===== src/design/ufb_pkg.sv =====
// Package with the types, constants and helper functions of the UDP frame builder.
package ufb_pkg;

  localparam int PAYLOAD_BYTES_DEF = 64;
  localparam int QUEUE_DEPTH       = 16;

  // Configuration register indexes (byte address divided by eight).
  localparam logic [2:0] REG_DEST_MAC    = 3'd0;
  localparam logic [2:0] REG_SOURCE_MAC  = 3'd1;
  localparam logic [2:0] REG_SOURCE_IP   = 3'd2;
  localparam logic [2:0] REG_DEST_IP     = 3'd3;
  localparam logic [2:0] REG_SOURCE_PORT = 3'd4;
  localparam logic [2:0] REG_DEST_PORT   = 3'd5;

  localparam logic [31:0] CRC_POLY      = 32'hEDB88320;
  localparam logic [31:0] CRC_INIT      = 32'hFFFFFFFF;
  localparam logic [31:0] IDLE_WORD     = 32'h00000AAA;
  localparam logic [7:0]  PREAMBLE_BYTE = 8'h55;
  localparam logic [7:0]  SFD_BYTE      = 8'hD5;
  localparam logic [15:0] ETHERTYPE_IP  = 16'h0800;
  localparam logic [7:0]  IP_VER_IHL    = 8'h45;
  localparam logic [7:0]  IP_TTL        = 8'h80;
  localparam logic [7:0]  IP_PROTO_UDP  = 8'h11;
  localparam logic [15:0] CK_FIXED_A    = 16'h4500;
  localparam logic [15:0] CK_FIXED_B    = 16'h8011;
  localparam logic [3:0]  NIB_ONE       = 4'h9;
  localparam logic [3:0]  NIB_ZERO      = 4'h6;

  typedef struct packed {
    logic [47:0] dest_mac;
    logic [47:0] source_mac;
    logic [31:0] source_ip;
    logic [31:0] dest_ip;
    logic [15:0] source_port;
    logic [15:0] dest_port;
  } cfg_t;

  typedef struct packed {
    logic       last;
    logic [7:0] data;
  } entry_t;

  typedef struct packed {
    logic   valid;
    entry_t entry;
  } qhead_t;

  function automatic logic [31:0] manchester(input logic [7:0] b);
    logic [31:0] w;
    w = '0;
    for (int k = 0; k < 8; k++) begin
      w[4*k +: 4] = b[k] ? NIB_ONE : NIB_ZERO;
    end
    return w;
  endfunction

  function automatic logic [31:0] crc_byte(input logic [31:0] c_in, input logic [7:0] b);
    logic [31:0] c;
    c = c_in ^ {24'd0, b};
    for (int k = 0; k < 8; k++) begin
      c = c[0] ? ((c >> 1) ^ CRC_POLY) : (c >> 1);
    end
    return c;
  endfunction

endpackage


===== src/design/ufb_if.sv =====
// Valid/ready channel interfaces for payload bytes and code words.
interface ufb_in_if;
  logic       valid;
  logic       ready;
  logic [7:0] payload_byte;

  modport source (output valid, output payload_byte, input ready);
  modport sink (input valid, input payload_byte, output ready);
endinterface

interface ufb_out_if;
  logic        valid;
  logic        ready;
  logic [31:0] code_word;
  logic        last_word;

  modport source (output valid, output code_word, output last_word, input ready);
  modport sink (input valid, input code_word, input last_word, output ready);
endinterface


===== src/design/ufb_queue.sv =====
// Small first-in first-out queue of tagged payload bytes between front and back.
module ufb_queue #(
  parameter int Depth = ufb_pkg::QUEUE_DEPTH
) (
  input  logic            clk,
  input  logic            rst_n,
  input  logic            push,
  input  ufb_pkg::entry_t push_data,
  output logic            full,
  input  logic            pop,
  output ufb_pkg::qhead_t head
);

  localparam int AW = (Depth > 1) ? $clog2(Depth) : 1;

  ufb_pkg::entry_t mem_r [Depth];
  logic [AW-1:0]   wr_ptr_r, wr_ptr_nxt;
  logic [AW-1:0]   rd_ptr_r, rd_ptr_nxt;
  logic [AW:0]     count_r, count_nxt;

  assign full        = (count_r == (AW+1)'(Depth));
  assign head.valid  = (count_r != '0);
  assign head.entry  = mem_r[rd_ptr_r];

  always_comb begin
    wr_ptr_nxt = wr_ptr_r;
    rd_ptr_nxt = rd_ptr_r;
    count_nxt  = count_r;
    if (push) begin
      wr_ptr_nxt = (wr_ptr_r == AW'(Depth - 1)) ? '0 : wr_ptr_r + 1'b1;
    end
    if (pop) begin
      rd_ptr_nxt = (rd_ptr_r == AW'(Depth - 1)) ? '0 : rd_ptr_r + 1'b1;
    end
    if (push && !pop) begin
      count_nxt = count_r + 1'b1;
    end else if (pop && !push) begin
      count_nxt = count_r - 1'b1;
    end
  end

  always_ff @(posedge clk) begin
    if (!rst_n) begin
      wr_ptr_r <= '0;
      rd_ptr_r <= '0;
      count_r  <= '0;
    end else begin
      wr_ptr_r <= wr_ptr_nxt;
      rd_ptr_r <= rd_ptr_nxt;
      count_r  <= count_nxt;
    end
  end

  always_ff @(posedge clk) begin
    if (push) begin
      mem_r[wr_ptr_r] <= push_data;
    end
  end

endmodule


===== src/design/ufb_front.sv =====
// Front end: takes payload bytes, marks the last byte of each frame and queues them.
module ufb_front #(
  parameter int PAYLOAD_BYTES = ufb_pkg::PAYLOAD_BYTES_DEF
) (
  input  logic            clk,
  input  logic            rst_n,
  ufb_in_if.sink          in_ch,
  input  logic            pop,
  output ufb_pkg::qhead_t head
);

  localparam int PW = $clog2(PAYLOAD_BYTES + 1);

  logic [PW-1:0]   pos_r, pos_nxt;
  logic            full;
  logic            accept;
  logic            is_last;
  ufb_pkg::entry_t push_data;

  assign in_ch.ready    = !full;
  assign accept         = in_ch.valid && !full;
  assign is_last        = (pos_r == PW'(PAYLOAD_BYTES - 1));
  assign push_data.last = is_last;
  assign push_data.data = in_ch.payload_byte;

  always_comb begin
    pos_nxt = pos_r;
    if (accept) begin
      pos_nxt = is_last ? '0 : pos_r + 1'b1;
    end
  end

  always_ff @(posedge clk) begin
    if (!rst_n) begin
      pos_r <= '0;
    end else begin
      pos_r <= pos_nxt;
    end
  end

  ufb_queue #(
    .Depth(ufb_pkg::QUEUE_DEPTH)
  ) u_queue (
    .clk      (clk),
    .rst_n    (rst_n),
    .push     (accept),
    .push_data(push_data),
    .full     (full),
    .pop      (pop),
    .head     (head)
  );

endmodule


===== src/design/ufb_back.sv =====
// Back end: sequences header, payload, FCS and idle words into the output register.
module ufb_back #(
  parameter int PAYLOAD_BYTES = ufb_pkg::PAYLOAD_BYTES_DEF
) (
  input  logic            clk,
  input  logic            rst_n,
  input  ufb_pkg::cfg_t   cfg,
  input  ufb_pkg::qhead_t head,
  output logic            pop,
  ufb_out_if.source       out_ch
);

  localparam logic [2:0] ST_SOF   = 3'd0;
  localparam logic [2:0] ST_HDR   = 3'd1;
  localparam logic [2:0] ST_BODY  = 3'd2;
  localparam logic [2:0] ST_FCS   = 3'd3;
  localparam logic [2:0] ST_IDLEW = 3'd4;

  localparam logic [5:0]  HDR_LAST_WORD = 6'd49;
  localparam logic [5:0]  SFD_WORD      = 6'd7;
  localparam logic [15:0] UDP_LEN       = 16'(8 + PAYLOAD_BYTES);
  localparam logic [15:0] IP_TOTAL      = 16'(28 + PAYLOAD_BYTES);

  logic [2:0]  st_r, st_nxt;
  logic [5:0]  cnt_r, cnt_nxt;
  logic [15:0] id_r, id_nxt;
  logic [31:0] crc_r, crc_nxt;
  logic [18:0] ck_sum_r;
  logic [15:0] ck_r;
  logic [16:0] ck_fold;
  logic [15:0] ck_fold2;
  logic        out_valid_r;
  logic [31:0] out_word_r;
  logic        out_last_r;

  logic        can_load;
  logic        load;
  logic        is_idle;
  logic [7:0]  tx_byte;
  logic [7:0]  hdr_byte;
  logic [5:0]  hidx;
  logic [31:0] fcs;
  logic [31:0] word;

  assign can_load = !out_valid_r || out_ch.ready;
  assign hidx     = cnt_r - SFD_WORD - 6'd1;
  assign fcs      = ~crc_r;

  // Ethernet, IPv4 and UDP header bytes after the SFD, in transmit order.
  always_comb begin
    case (hidx)
      6'd0:  hdr_byte = cfg.dest_mac[47:40];
      6'd1:  hdr_byte = cfg.dest_mac[39:32];
      6'd2:  hdr_byte = cfg.dest_mac[31:24];
      6'd3:  hdr_byte = cfg.dest_mac[23:16];
      6'd4:  hdr_byte = cfg.dest_mac[15:8];
      6'd5:  hdr_byte = cfg.dest_mac[7:0];
      6'd6:  hdr_byte = cfg.source_mac[47:40];
      6'd7:  hdr_byte = cfg.source_mac[39:32];
      6'd8:  hdr_byte = cfg.source_mac[31:24];
      6'd9:  hdr_byte = cfg.source_mac[23:16];
      6'd10: hdr_byte = cfg.source_mac[15:8];
      6'd11: hdr_byte = cfg.source_mac[7:0];
      6'd12: hdr_byte = ufb_pkg::ETHERTYPE_IP[15:8];
      6'd13: hdr_byte = ufb_pkg::ETHERTYPE_IP[7:0];
      6'd14: hdr_byte = ufb_pkg::IP_VER_IHL;
      6'd16: hdr_byte = IP_TOTAL[15:8];
      6'd17: hdr_byte = IP_TOTAL[7:0];
      6'd18: hdr_byte = id_r[15:8];
      6'd19: hdr_byte = id_r[7:0];
      6'd22: hdr_byte = ufb_pkg::IP_TTL;
      6'd23: hdr_byte = ufb_pkg::IP_PROTO_UDP;
      6'd24: hdr_byte = ck_r[15:8];
      6'd25: hdr_byte = ck_r[7:0];
      6'd26: hdr_byte = cfg.source_ip[31:24];
      6'd27: hdr_byte = cfg.source_ip[23:16];
      6'd28: hdr_byte = cfg.source_ip[15:8];
      6'd29: hdr_byte = cfg.source_ip[7:0];
      6'd30: hdr_byte = cfg.dest_ip[31:24];
      6'd31: hdr_byte = cfg.dest_ip[23:16];
      6'd32: hdr_byte = cfg.dest_ip[15:8];
      6'd33: hdr_byte = cfg.dest_ip[7:0];
      6'd34: hdr_byte = cfg.source_port[15:8];
      6'd35: hdr_byte = cfg.source_port[7:0];
      6'd36: hdr_byte = cfg.dest_port[15:8];
      6'd37: hdr_byte = cfg.dest_port[7:0];
      6'd38: hdr_byte = UDP_LEN[15:8];
      6'd39: hdr_byte = UDP_LEN[7:0];
      default: hdr_byte = 8'h00;
    endcase
  end

  // The checksum passes through the ck_sum_r and ck_r registers after the identifier
  // changes, and settles long before its bytes are reached in the header.
  assign ck_fold  = 17'(ck_sum_r[15:0]) + 17'(ck_sum_r[18:16]);
  assign ck_fold2 = ck_fold[15:0] + 16'(ck_fold[16]);

  always_ff @(posedge clk) begin
    ck_sum_r <= 19'(ufb_pkg::CK_FIXED_A) + 19'(IP_TOTAL) + 19'(id_r)
              + 19'(ufb_pkg::CK_FIXED_B)
              + 19'(cfg.source_ip[31:16]) + 19'(cfg.source_ip[15:0])
              + 19'(cfg.dest_ip[31:16]) + 19'(cfg.dest_ip[15:0]);
    ck_r     <= ~ck_fold2;
  end

  always_comb begin
    st_nxt  = st_r;
    cnt_nxt = cnt_r;
    id_nxt  = id_r;
    crc_nxt = crc_r;
    load    = 1'b0;
    is_idle = 1'b0;
    pop     = 1'b0;
    tx_byte = ufb_pkg::PREAMBLE_BYTE;
    case (st_r)
      ST_SOF: begin
        if (head.valid && can_load) begin
          load    = 1'b1;
          cnt_nxt = 6'd1;
          st_nxt  = ST_HDR;
          id_nxt  = id_r + 16'd1;
          crc_nxt = ufb_pkg::CRC_INIT;
        end
      end
      ST_HDR: begin
        if (can_load) begin
          load = 1'b1;
          if (cnt_r < SFD_WORD) begin
            tx_byte = ufb_pkg::PREAMBLE_BYTE;
          end else if (cnt_r == SFD_WORD) begin
            tx_byte = ufb_pkg::SFD_BYTE;
          end else begin
            tx_byte = hdr_byte;
            crc_nxt = ufb_pkg::crc_byte(crc_r, hdr_byte);
          end
          if (cnt_r == HDR_LAST_WORD) begin
            st_nxt = ST_BODY;
          end else begin
            cnt_nxt = cnt_r + 6'd1;
          end
        end
      end
      ST_BODY: begin
        if (head.valid && can_load) begin
          load    = 1'b1;
          pop     = 1'b1;
          tx_byte = head.entry.data;
          crc_nxt = ufb_pkg::crc_byte(crc_r, head.entry.data);
          if (head.entry.last) begin
            st_nxt  = ST_FCS;
            cnt_nxt = '0;
          end
        end
      end
      ST_FCS: begin
        if (can_load) begin
          load    = 1'b1;
          tx_byte = 8'(fcs >> {cnt_r[1:0], 3'b000});
          if (cnt_r[1:0] == 2'd3) begin
            st_nxt = ST_IDLEW;
          end else begin
            cnt_nxt = cnt_r + 6'd1;
          end
        end
      end
      ST_IDLEW: begin
        if (can_load) begin
          load    = 1'b1;
          is_idle = 1'b1;
          st_nxt  = ST_SOF;
        end
      end
      default: begin
        st_nxt = ST_SOF;
      end
    endcase
  end

  assign word = is_idle ? ufb_pkg::IDLE_WORD : ufb_pkg::manchester(tx_byte);

  always_ff @(posedge clk) begin
    if (!rst_n) begin
      st_r        <= ST_SOF;
      cnt_r       <= '0;
      id_r        <= '0;
      crc_r       <= ufb_pkg::CRC_INIT;
      out_valid_r <= 1'b0;
    end else begin
      st_r  <= st_nxt;
      cnt_r <= cnt_nxt;
      id_r  <= id_nxt;
      crc_r <= crc_nxt;
      if (load) begin
        out_valid_r <= 1'b1;
      end else if (out_ch.ready) begin
        out_valid_r <= 1'b0;
      end
    end
  end

  always_ff @(posedge clk) begin
    if (load) begin
      out_word_r <= word;
      out_last_r <= is_idle;
    end
  end

  assign out_ch.valid     = out_valid_r;
  assign out_ch.code_word = out_word_r;
  assign out_ch.last_word = out_last_r;

  // A payload byte leaves the queue only once the header has gone out.
  a_pop_in_body: assert property (@(posedge clk) disable iff (!rst_n)
    pop |-> (st_r == ST_BODY))
    else $error("payload popped outside the frame body");

  // The header counter never runs past the last header word.
  a_hdr_bound: assert property (@(posedge clk) disable iff (!rst_n)
    (st_r == ST_HDR) |-> (cnt_r <= HDR_LAST_WORD))
    else $error("header counter overran");

  // After the idle word the sequencer waits for a new frame.
  a_idle_then_sof: assert property (@(posedge clk) disable iff (!rst_n)
    (load && is_idle) |=> (st_r == ST_SOF))
    else $error("no return to start of frame after idle word");

  // A new word is only loaded when the output register is free or draining.
  a_no_overwrite: assert property (@(posedge clk) disable iff (!rst_n)
    (out_valid_r && !out_ch.ready) |=> (out_valid_r && $stable(out_word_r)))
    else $error("stalled code word overwritten");

  // The identifier advances by one exactly when a frame starts.
  a_id_step: assert property (@(posedge clk) disable iff (!rst_n)
    (st_r == ST_SOF && st_nxt == ST_HDR) |=> (id_r == $past(id_r) + 16'd1))
    else $error("packet identifier did not advance");

endmodule


===== src/design/udp_frame_builder_manchester.sv =====
// Top level of the UDP frame builder: configuration registers, front and back ends.
//
//  Channel   Direction  Request carries                  Accepted when
//  in_ch     in         payload_byte (8 bits)            valid & ready
//  out_ch    out        code_word (32), last_word (1)    valid & ready
//  APB       in         64-bit register write / read     psel & penable & pwrite
//
// The output produces one code word per cycle while out_ch.ready is high and, in
// the payload, while the queue holds a byte; every word of the frame comes from
// the single back-end word sequencer. Input bytes are taken one per cycle while
// the 16-entry queue has room, and wait during the 50-word header burst once it
// fills. Reset is synchronous and active low; it clears the configuration
// registers to zero, the identifier to zero and the CRC register to all ones.
// A stall on the output holds its word in the output register without blocking
// the input until the queue is full.
module udp_frame_builder_manchester #(
  parameter int PAYLOAD_BYTES = ufb_pkg::PAYLOAD_BYTES_DEF
) (
  input  logic        clk,
  input  logic        rst_n,
  ufb_in_if.sink      in_ch,
  ufb_out_if.source   out_ch,
  input  logic        psel,
  input  logic        penable,
  input  logic        pwrite,
  input  logic [5:0]  paddr,
  input  logic [63:0] pwdata,
  output logic [63:0] prdata,
  output logic        pready
);

  ufb_pkg::cfg_t   cfg_r;
  ufb_pkg::qhead_t head;
  logic            pop;
  logic            cfg_wr;
  logic [2:0]      cfg_idx;

  // Registers sit at eight-byte strides; the low address bits are ignored.
  assign pready  = 1'b1;
  assign cfg_wr  = psel && penable && pwrite;
  assign cfg_idx = paddr[5:3];

  always_ff @(posedge clk) begin
    if (!rst_n) begin
      cfg_r <= '0;
    end else if (cfg_wr) begin
      case (cfg_idx)
        ufb_pkg::REG_DEST_MAC:    cfg_r.dest_mac    <= pwdata[47:0];
        ufb_pkg::REG_SOURCE_MAC:  cfg_r.source_mac  <= pwdata[47:0];
        ufb_pkg::REG_SOURCE_IP:   cfg_r.source_ip   <= pwdata[31:0];
        ufb_pkg::REG_DEST_IP:     cfg_r.dest_ip     <= pwdata[31:0];
        ufb_pkg::REG_SOURCE_PORT: cfg_r.source_port <= pwdata[15:0];
        ufb_pkg::REG_DEST_PORT:   cfg_r.dest_port   <= pwdata[15:0];
        default: begin
        end
      endcase
    end
  end

  // Reads return the register zero-extended; unused addresses read as zero.
  always_comb begin
    case (cfg_idx)
      ufb_pkg::REG_DEST_MAC:    prdata = 64'(cfg_r.dest_mac);
      ufb_pkg::REG_SOURCE_MAC:  prdata = 64'(cfg_r.source_mac);
      ufb_pkg::REG_SOURCE_IP:   prdata = 64'(cfg_r.source_ip);
      ufb_pkg::REG_DEST_IP:     prdata = 64'(cfg_r.dest_ip);
      ufb_pkg::REG_SOURCE_PORT: prdata = 64'(cfg_r.source_port);
      ufb_pkg::REG_DEST_PORT:   prdata = 64'(cfg_r.dest_port);
      default:                  prdata = '0;
    endcase
  end

  // The front end tags each byte with its end-of-frame flag and queues it.
  ufb_front #(
    .PAYLOAD_BYTES(PAYLOAD_BYTES)
  ) u_front (
    .clk  (clk),
    .rst_n(rst_n),
    .in_ch(in_ch),
    .pop  (pop),
    .head (head)
  );

  // The back end builds the frame around the queued bytes, one word a cycle unless out_ch stalls or the queue runs dry.
  ufb_back #(
    .PAYLOAD_BYTES(PAYLOAD_BYTES)
  ) u_back (
    .clk   (clk),
    .rst_n (rst_n),
    .cfg   (cfg_r),
    .head  (head),
    .pop   (pop),
    .out_ch(out_ch)
  );

endmodule

===== src/flat_wrapper.sv =====
// flat-port wrapper written by rule: the top's interface ports become plain ports
module udp_frame_builder_manchester_flat 
#(
  parameter int PAYLOAD_BYTES = ufb_pkg::PAYLOAD_BYTES_DEF
)
  (clk, rst_n, psel, penable, pwrite, paddr, pwdata, prdata, pready, in_ch_valid, in_ch_payload_byte, in_ch_ready, out_ch_valid, out_ch_code_word, out_ch_last_word, out_ch_ready);
  ufb_in_if in_ch_i ();
  ufb_out_if out_ch_i ();
  input  logic clk;
  input  logic rst_n;
  input  logic psel;
  input  logic penable;
  input  logic pwrite;
  input  logic [5:0] paddr;
  input  logic [63:0] pwdata;
  output logic [63:0] prdata;
  output logic pready;
  input wire logic [$bits(in_ch_i.valid)-1:0] in_ch_valid;
  input wire logic [$bits(in_ch_i.payload_byte)-1:0] in_ch_payload_byte;
  output wire logic [$bits(in_ch_i.ready)-1:0] in_ch_ready;
  output wire logic [$bits(out_ch_i.valid)-1:0] out_ch_valid;
  output wire logic [$bits(out_ch_i.code_word)-1:0] out_ch_code_word;
  output wire logic [$bits(out_ch_i.last_word)-1:0] out_ch_last_word;
  input wire logic [$bits(out_ch_i.ready)-1:0] out_ch_ready;
  assign in_ch_i.valid = in_ch_valid;
  assign in_ch_i.payload_byte = in_ch_payload_byte;
  assign in_ch_ready = in_ch_i.ready;
  assign out_ch_valid = out_ch_i.valid;
  assign out_ch_code_word = out_ch_i.code_word;
  assign out_ch_last_word = out_ch_i.last_word;
  assign out_ch_i.ready = out_ch_ready;
  udp_frame_builder_manchester #(.PAYLOAD_BYTES(PAYLOAD_BYTES)) u_core (.clk(clk), .rst_n(rst_n), .in_ch(in_ch_i), .out_ch(out_ch_i), .psel(psel), .penable(penable), .pwrite(pwrite), .paddr(paddr), .pwdata(pwdata), .prdata(prdata), .pready(pready));
endmodule

===== config.mk =====
export PLATFORM = sky130hd
export DESIGN_NAME = udp_frame_builder_manchester_flat
export DESIGN_NICKNAME = d
export VERILOG_FILES = /design/src/design/ufb_pkg.sv /design/src/design/ufb_if.sv /design/src/design/ufb_queue.sv /design/src/design/ufb_front.sv /design/src/design/ufb_back.sv /design/src/design/udp_frame_builder_manchester.sv /design/src/flat_wrapper.sv
export SDC_FILE = /design/constraint.sdc
export NUM_CORES = 1
export LEC_CHECK = 0
export CAP_MARGIN = 20
export CORE_ASPECT_RATIO = 0.6
export CORE_UTILIZATION = 63
export CTS_CLUSTER_SIZE = 25
export DETAILED_ROUTE_END_ITERATION = 6
export DONT_BUFFER_PORTS = 1
export PLACE_DENSITY = 0.76
export SYNTH_ARGS = -nofsm -noshare
export SYNTH_HDL_FRONTEND = slang
export SYNTH_HIERARCHICAL = 1
export SYNTH_SLANG_ARGS = --single-unit

===== constraint.sdc =====
create_clock -name clk -period 6.5 [get_ports clk]
set_input_delay 0.325 -clock clk [delete_from_list [all_inputs] [get_ports clk]]
set_output_delay 0.325 -clock clk [all_outputs]
set_load 0.01 [all_outputs]

* After elaboration in Yosys (flattened, before gate mapping)
Memories as Yosys holds them, arrays and structs flattened. A register that Yosys moved wholly into a read port is not among the register bits. Cells that the tools add are included.
Word-level totals: flip-flop bits (word level) 338, RAM bits 144, input bits 85, output and inout port bits 100, word-level logic and storage cells 222, memories 1
Cells by class: add/sub/neg operators 17, order comparisons 1, eq/ne operators 61, shifts and indexed selects 1, multiplexer cells 71, bitwise gates (word level) 20, reduce and logical (&&, ||, !) cells 31
Memories:
- u_core.u_front.u_queue.mem_r | depth 16, bits a word 9, rd ports 1, clocked after memory_dff 1, wr ports 1, line ufb_queue.sv:16 | ufb_pkg::entry_t mem_r [Depth];
Operators with widths (count):
- $mux W32 | 21
- $pmux W48 S6 | 1
- $pmux W8 S34 | 1
- $not A13 Y14 | 16
- $pmux W32 S3 | 1
- $eq A6 B5 Y1 const B | 13
- $xor A32 B8 Y32 | 2
- $add A19 B16 Y19 | 3
- $eq A6 B6 Y1 const B | 8
- $mux W4 | 12
- $mux W6 | 7
- $mux W8 | 5
- $eq A6 B4 Y1 const B | 6
- $not A32 Y32 | 1
- $shr A32 B5 Y8 | 1
- $eq A6 B3 Y1 const B | 5
- $mux W3 | 8
- $pmux W6 S4 | 1
- $pmux W8 S3 | 1
- $ne A2 B2 Y1 const B | 11
- $add A18 B16 Y19 | 1
- $add A17 B16 Y18 const B | 1
- $add A15 B16 Y17 const A | 1
- $add A16 B3 Y17 | 1
- other kinds (40) | 74

* Depth between registers and ports, before layout
depth in word-level cells 25, mapped depth 20, mapped depth without buffers 20

* By module
The synthesis kept the hierarchy.
Modules (own cells, without submodules):
- ufb_back | instances 1, cells each 1219, area each 10931.7 sq um, sequential area each 2552.4 sq um
- udp_frame_builder_manchester | instances 1, cells each 874, area each 8733.4 sq um, sequential area each 3843.7 sq um
- ufb_queue | instances 1, cells each 334, area each 6476.2 sq um, sequential area each 4664.5 sq um
- ufb_front | instances 1, cells each 40, area each 341.6 sq um, sequential area each 140.1 sq um

* Worst setup path before layout
Ideal clock, no wire load.
kind flip-flop to flip-flop, start register u_core/cfg_r[67] in the netlist's numbering, end register u_core.u_back.ck_sum_r[17], library setup time 0.106 ns, arrival time 4.090 ns, required time 6.394 ns, setup slack 2.304 ns, cell stages (with the launch flop) 16, buffers on the path 0, clock period less this slack 4.196 ns, cells stage by stage dfxtp_1 > fa_1 > inv_1 > fa_1 > inv_1 > fa_1 > ha_1 > a21o_1 > a21oi_1 > o21ai_0 > a21oi_1 > o21ai_0 > a41o_1 > o41ai_1 > o21ai_0 > o311ai_0
On the way: longest elaborated chain between the ends 3
Ends and longest elaborated chain:
- from (decl) | line udp_frame_builder_manchester.sv:32 | ufb_pkg::cfg_t cfg_r;
- $add A19 B16 Y19 | line ufb_back.sv:101 | + 19'(cfg.source_ip[31:16]) + 19'(cfg.source_ip[15:0])
- $add A19 B16 Y19 (2 in series) | line ufb_back.sv:102 | + 19'(cfg.dest_ip[31:16]) + 19'(cfg.dest_ip[15:0]);
- to (signal assigned) | line ufb_back.sv:99 | ck_sum_r <= 19'(ufb_pkg::CK_FIXED_A) + 19'(IP_TOTAL) + 19'(id_r)
- to (decl) | line ufb_back.sv:28 | logic [18:0] ck_sum_r;
No other way between the ends. A chain may end at the register's enable or synchronous reset.

* Worst setup path after layout
start register u_core.u_back.cnt_r[3], end register u_core.u_back.crc_r[29]
On the way: longest elaborated chain between the ends 19, elaborated cells between the ends (all ways) 59, those cells by class add/sub (2); order compare (1); eq/ne (36); mux (13); bitwise (5); reduce/logical (2)
Ends and longest elaborated chain:
- from (decl) | line ufb_back.sv:25 | logic [5:0] cnt_r, cnt_nxt;
- from (signal assigned) | line ufb_back.sv:190 | cnt_r <= cnt_nxt;
- $sub A6 B3 Y6 | line ufb_back.sv:46 | assign hidx = cnt_r - SFD_WORD - 6'd1;
- $sub A6 B1 Y6 | line ufb_back.sv:46
- $eq A6 B6 Y1 (tied with other cells) | line ufb_back.sv:51 | case (hidx)
- $pmux W8 S34 | line ufb_back.sv:51
- $xor A32 B8 Y32 | line ufb_pkg.sv:59 | c = c_in ^ {24'd0, b};
- $mux W32 / $not A13 Y14 (equally long branches)
- $mux W32 (5 in series) | line ufb_pkg.sv:61 | c = c[0] ? ((c >> 1) ^ CRC_POLY) : (c >> 1);
- $not A13 Y14 (no line) / $mux W32 (equally long branches)
- $mux W32 | line ufb_pkg.sv:61
- $not A13 Y14 (no line)
- $mux W32 | line ufb_pkg.sv:61
- $mux W32 | line ufb_back.sv:130 | end else if (cnt_r == SFD_WORD) begin
- $mux W32 | line ufb_back.sv:128 | if (cnt_r < SFD_WORD) begin
- $mux W32 | line ufb_back.sv:126 | if (can_load) begin
- $pmux W32 S3 | line ufb_back.sv:115 | case (st_r)
- to (signal assigned) | line ufb_back.sv:186 | crc_r <= ufb_pkg::CRC_INIT;
- to (signal assigned) | line ufb_back.sv:192 | crc_r <= crc_nxt;
- to (decl) | line ufb_back.sv:27 | logic [31:0] crc_r, crc_nxt;
Parallel ways exist; a longest one is shown, timed or not. The select of a mux whose other input is x is not followed.

==> flow_metrics.tcl <==
set metrics [dict create \
    min_from "in_ch_valid" \
    seq_power_share 0.387 \
    ys_ff_latch 476 \
    final_nets 2614 \
    grt_pass1_vias 19600 \
    r2r_slack_ns 1.12 \
    grt_max_degree 154 \
    first_pass_iters 6 \
    cts.sinks 476 \
    core_area_mm2 0.0409 \
    r2r_cells 13 \
    synth_area_mm2 0.0265 \
    rsz0062_at_grt "false" \
    yosys_most_used_dff "dfxtp_1" \
    fin_crit_sh 0.827 \
    critPathCaptureType "flip-flop" \
    p_leak_uw 0.0102 \
    post-route-drc-count 0 \
    min_to "u_core/u_front/pos_r[1]$_SDFFE_PN0P_" \
    die_area_mm2 0.0429 \
    syn-instance-count 2467 \
    avgSynthCellArea_um2 10.7 \
    crit_path_start_kind "flip-flop" \
    finalMaxSlewViolations 0 \
    numPortBuffers 0 \
    yosysTopAreaCell "dfxtp_1" \
    powerDensity_mw_per_mm2 337 \
    fin_crit_ns 5.38 \
    dpl.hpwl_um 58300 \
    hold_viol 0 \
    cts_buffers 44 \
    fp-row-count 57 \
    wl_per_cell_um 28.5 \
    die_height_um 161 \
    ant_nets 0 \
    yosysTopAreaCellShare 0.234 \
    outcome "completed" \
    start_util 0.647 \
    cts_max_path_buffers 3 \
    placed_cells 2894 \
    seq_area_frac_synth 0.423 \
    finalSetupViolations 0 \
    insertion_delay_ns 0.59 \
    multiInputGateArea_mm2 0.0139 \
    cts-resized-gates 0 \
    stdcell_count 3021 \
    synth_area_leaders "dfxtp_1, edfxtp_1, mux2i_1, nand2_1, fa_1" \
    hp-class "in -> reg" \
    ios 185 \
    seq_area_mm2 0.0112 \
    path_class "reg -> reg" \
    critPathRequiredTime_ns 6.94 \
    fin_util 0.695 \
    peakVddDrop_mv 0.400 \
    grt_usage 0.397 \
    crit_start "u_core/u_back/cnt_r[3]$_SDFFE_PN0P_" \
    p_sw_frac 0.348 \
    r2r-end "u_core/u_back/crc_r[29]$_SDFFE_PN1P_" \
    fin_skew_ns 0.0294 \
    synth_common_cells "nand2_1, dfxtp_1, mux2i_1" \
    final_layout_size_suffix_gt1_frac 0.0943 \
    synth_edf_count 167 \
    ys_types 107 \
    htreeDepth 2 \
    maxCapViolCount 0 \
    r2r-start "u_core/u_back/cnt_r[3]$_SDFFE_PN0P_" \
    cts_tree "done" \
    cts_root_buf "clkbuf_16" \
    fin_setup_tns_ns 0 \
    drt_iter0_markers 3358 \
    die_x_um 267 \
    grt_overflow 0 \
    syn_to_final_growth_pct 7.49 \
    yosys.cell_count.top_type "nand2_1" \
    power_frac_comb 0.325 \
    post_cts.repair.setup_buffers 0 \
    viasPerCell 6.84 \
    ys_async_sr_fraction 0 \
    whs_path_depth 3 \
    worstMarginPinSlew_ns 1.22 \
    cp_data_arrival_time_ns 5.82 \
    drt_wl_total_um 86000 \
    p_switching_uw 3340 \
    yosysWarnings 6 \
    clockPowerShare 0.289 \
    clk_pin_slew_worst_paths_ns 0.07 \
    globalplace.congestion 1.05 \
    crit_path_max_fanout 33 \
    slew_headroom 0.183 \
    internal_power_uw 6250 \
    fmax_mhz 186 \
    antenna_found_initial 4 \
    num_vias 20700 \
    fillers 3034 \
    fin_total_pwr_uw 9600 \
    grt_pass1_wl_um 126000 \
    hold_buffers 44 \
]
-- final cells by class --
type                            instances  area share
Tap cell                              560      0.0246
Timing Repair Buffer                   73      0.0245
Inverter                               93      0.0123
Clock buffer                           65      0.0463
Sequential cell                       476       0.394
Antenna cell                            1   0.0000879
Clock inverter                         17     0.00888
Multi-Input combinational cell       1736       0.490
-- cells in the final DEF (no fill, tap or decap), drive strengths merged, types with 59 or more instances in the layout --
cell and count:
clkbuf 65, dfxtp 309, o21ai 59, inv 93
nor2 118, nand2 315, edfxtp 167, and2 70
xnor2 116, mux4 60, mux2i 214, nand3 110
-- worst max path at each step --
stage                                           end  cells after the start
6_report       u_core/u_back/crc_r[29]$_SDFFE_PN1P_                     13
3_3_place_gp   u_core/u_back/crc_r[16]$_SDFFE_PN1P_                     13
4_1_cts        u_core/u_back/crc_r[29]$_SDFFE_PN1P_                     13
3_5_place_dp   u_core/u_back/crc_r[30]$_SDFFE_PN1P_                     14
2_1_floorplan    u_core/u_back/ck_sum_r[17]$_DFF_P_                     15
5_1_grt        u_core/u_back/crc_r[16]$_SDFFE_PN1P_                     13
-- registers in the layout, summed over array words and instances (netlist names), 4 cells and up, named ones only --
name / flops
u_core/u_back/id_r: 16
u_core/u_front/u_queue/wr_ptr_r: 4
u_core/u_front/pos_r: 7
u_core/u_back/ck_sum_r: 19
u_core/u_back/crc_r: 32
u_core/u_front/u_queue/rd_ptr_r: 4
u_core/u_front/u_queue/mem_r: 144
u_core/u_back/cnt_r: 6
u_core/u_front/u_queue/count_r: 5
u_core/u_back/out_ch.code_word: 22
u_core/cfg_r: 192
u_core/u_back/ck_r: 16
-- logic make-up after synthesis --
logic type               Yosys count  synth area share
AO/OA/AOI/OAI                    317            0.0852
XOR/XNOR                         181            0.0722
adder cells (fa/ha/maj)          105            0.0638
buffers and inverters            270            0.0539
flip-flops                       476             0.423
multiplexers                     305             0.148
other                              2          0.000284
AND/OR/NAND/NOR                  811             0.154
-- power by group through the flow --
stage                     Sequential [µW]  Clock, µW  Combinational [µW]
final                                3710       2770                3120
after global routing                 3730       2910                3310
after CTS                            3700       2800                3040
after detailed placement             3760          0                2940
after global placement               3750          0                2860
after floorplan                      3610          0                2430
-- metrics by stage --
stage               cell area, µm²  hold slack (ns)  setup WS (ns)
global route                 28500          0.00427           1.04
floorplan                    26500            0.424           2.30
detailed placement           26400            0.424           1.45
finish                       28500           0.0215           1.12
global placement             26400            0.424           1.42
CTS                          28500         0.000687           1.41
-- routing by layer --
metal,global-route usage,share of wire,vias up
li1,-,-,8759
met1,0.578,0.41,10200
met2,0.566,0.42,1452
met3,0.115,0.13,254
met4,0.137,0.040,4
met5,0,0.00038,-
-- critical path, stage by stage (launching register included) --
cell	delay, ns
dfxtp_1	0.31
buf_4	0.33
inv_1	0.23
ha_1	0.65
nand2b_1	0.33
nor4_2	1.00
a22o_1	0.32
a221oi_1	0.07
nand4_1	0.31
xor2_2	0.48
xnor3_1	0.62
xor2_1	0.19
a221oi_1	0.26
o21ai_1	0.09
Power figures use the tool's default switching activity.
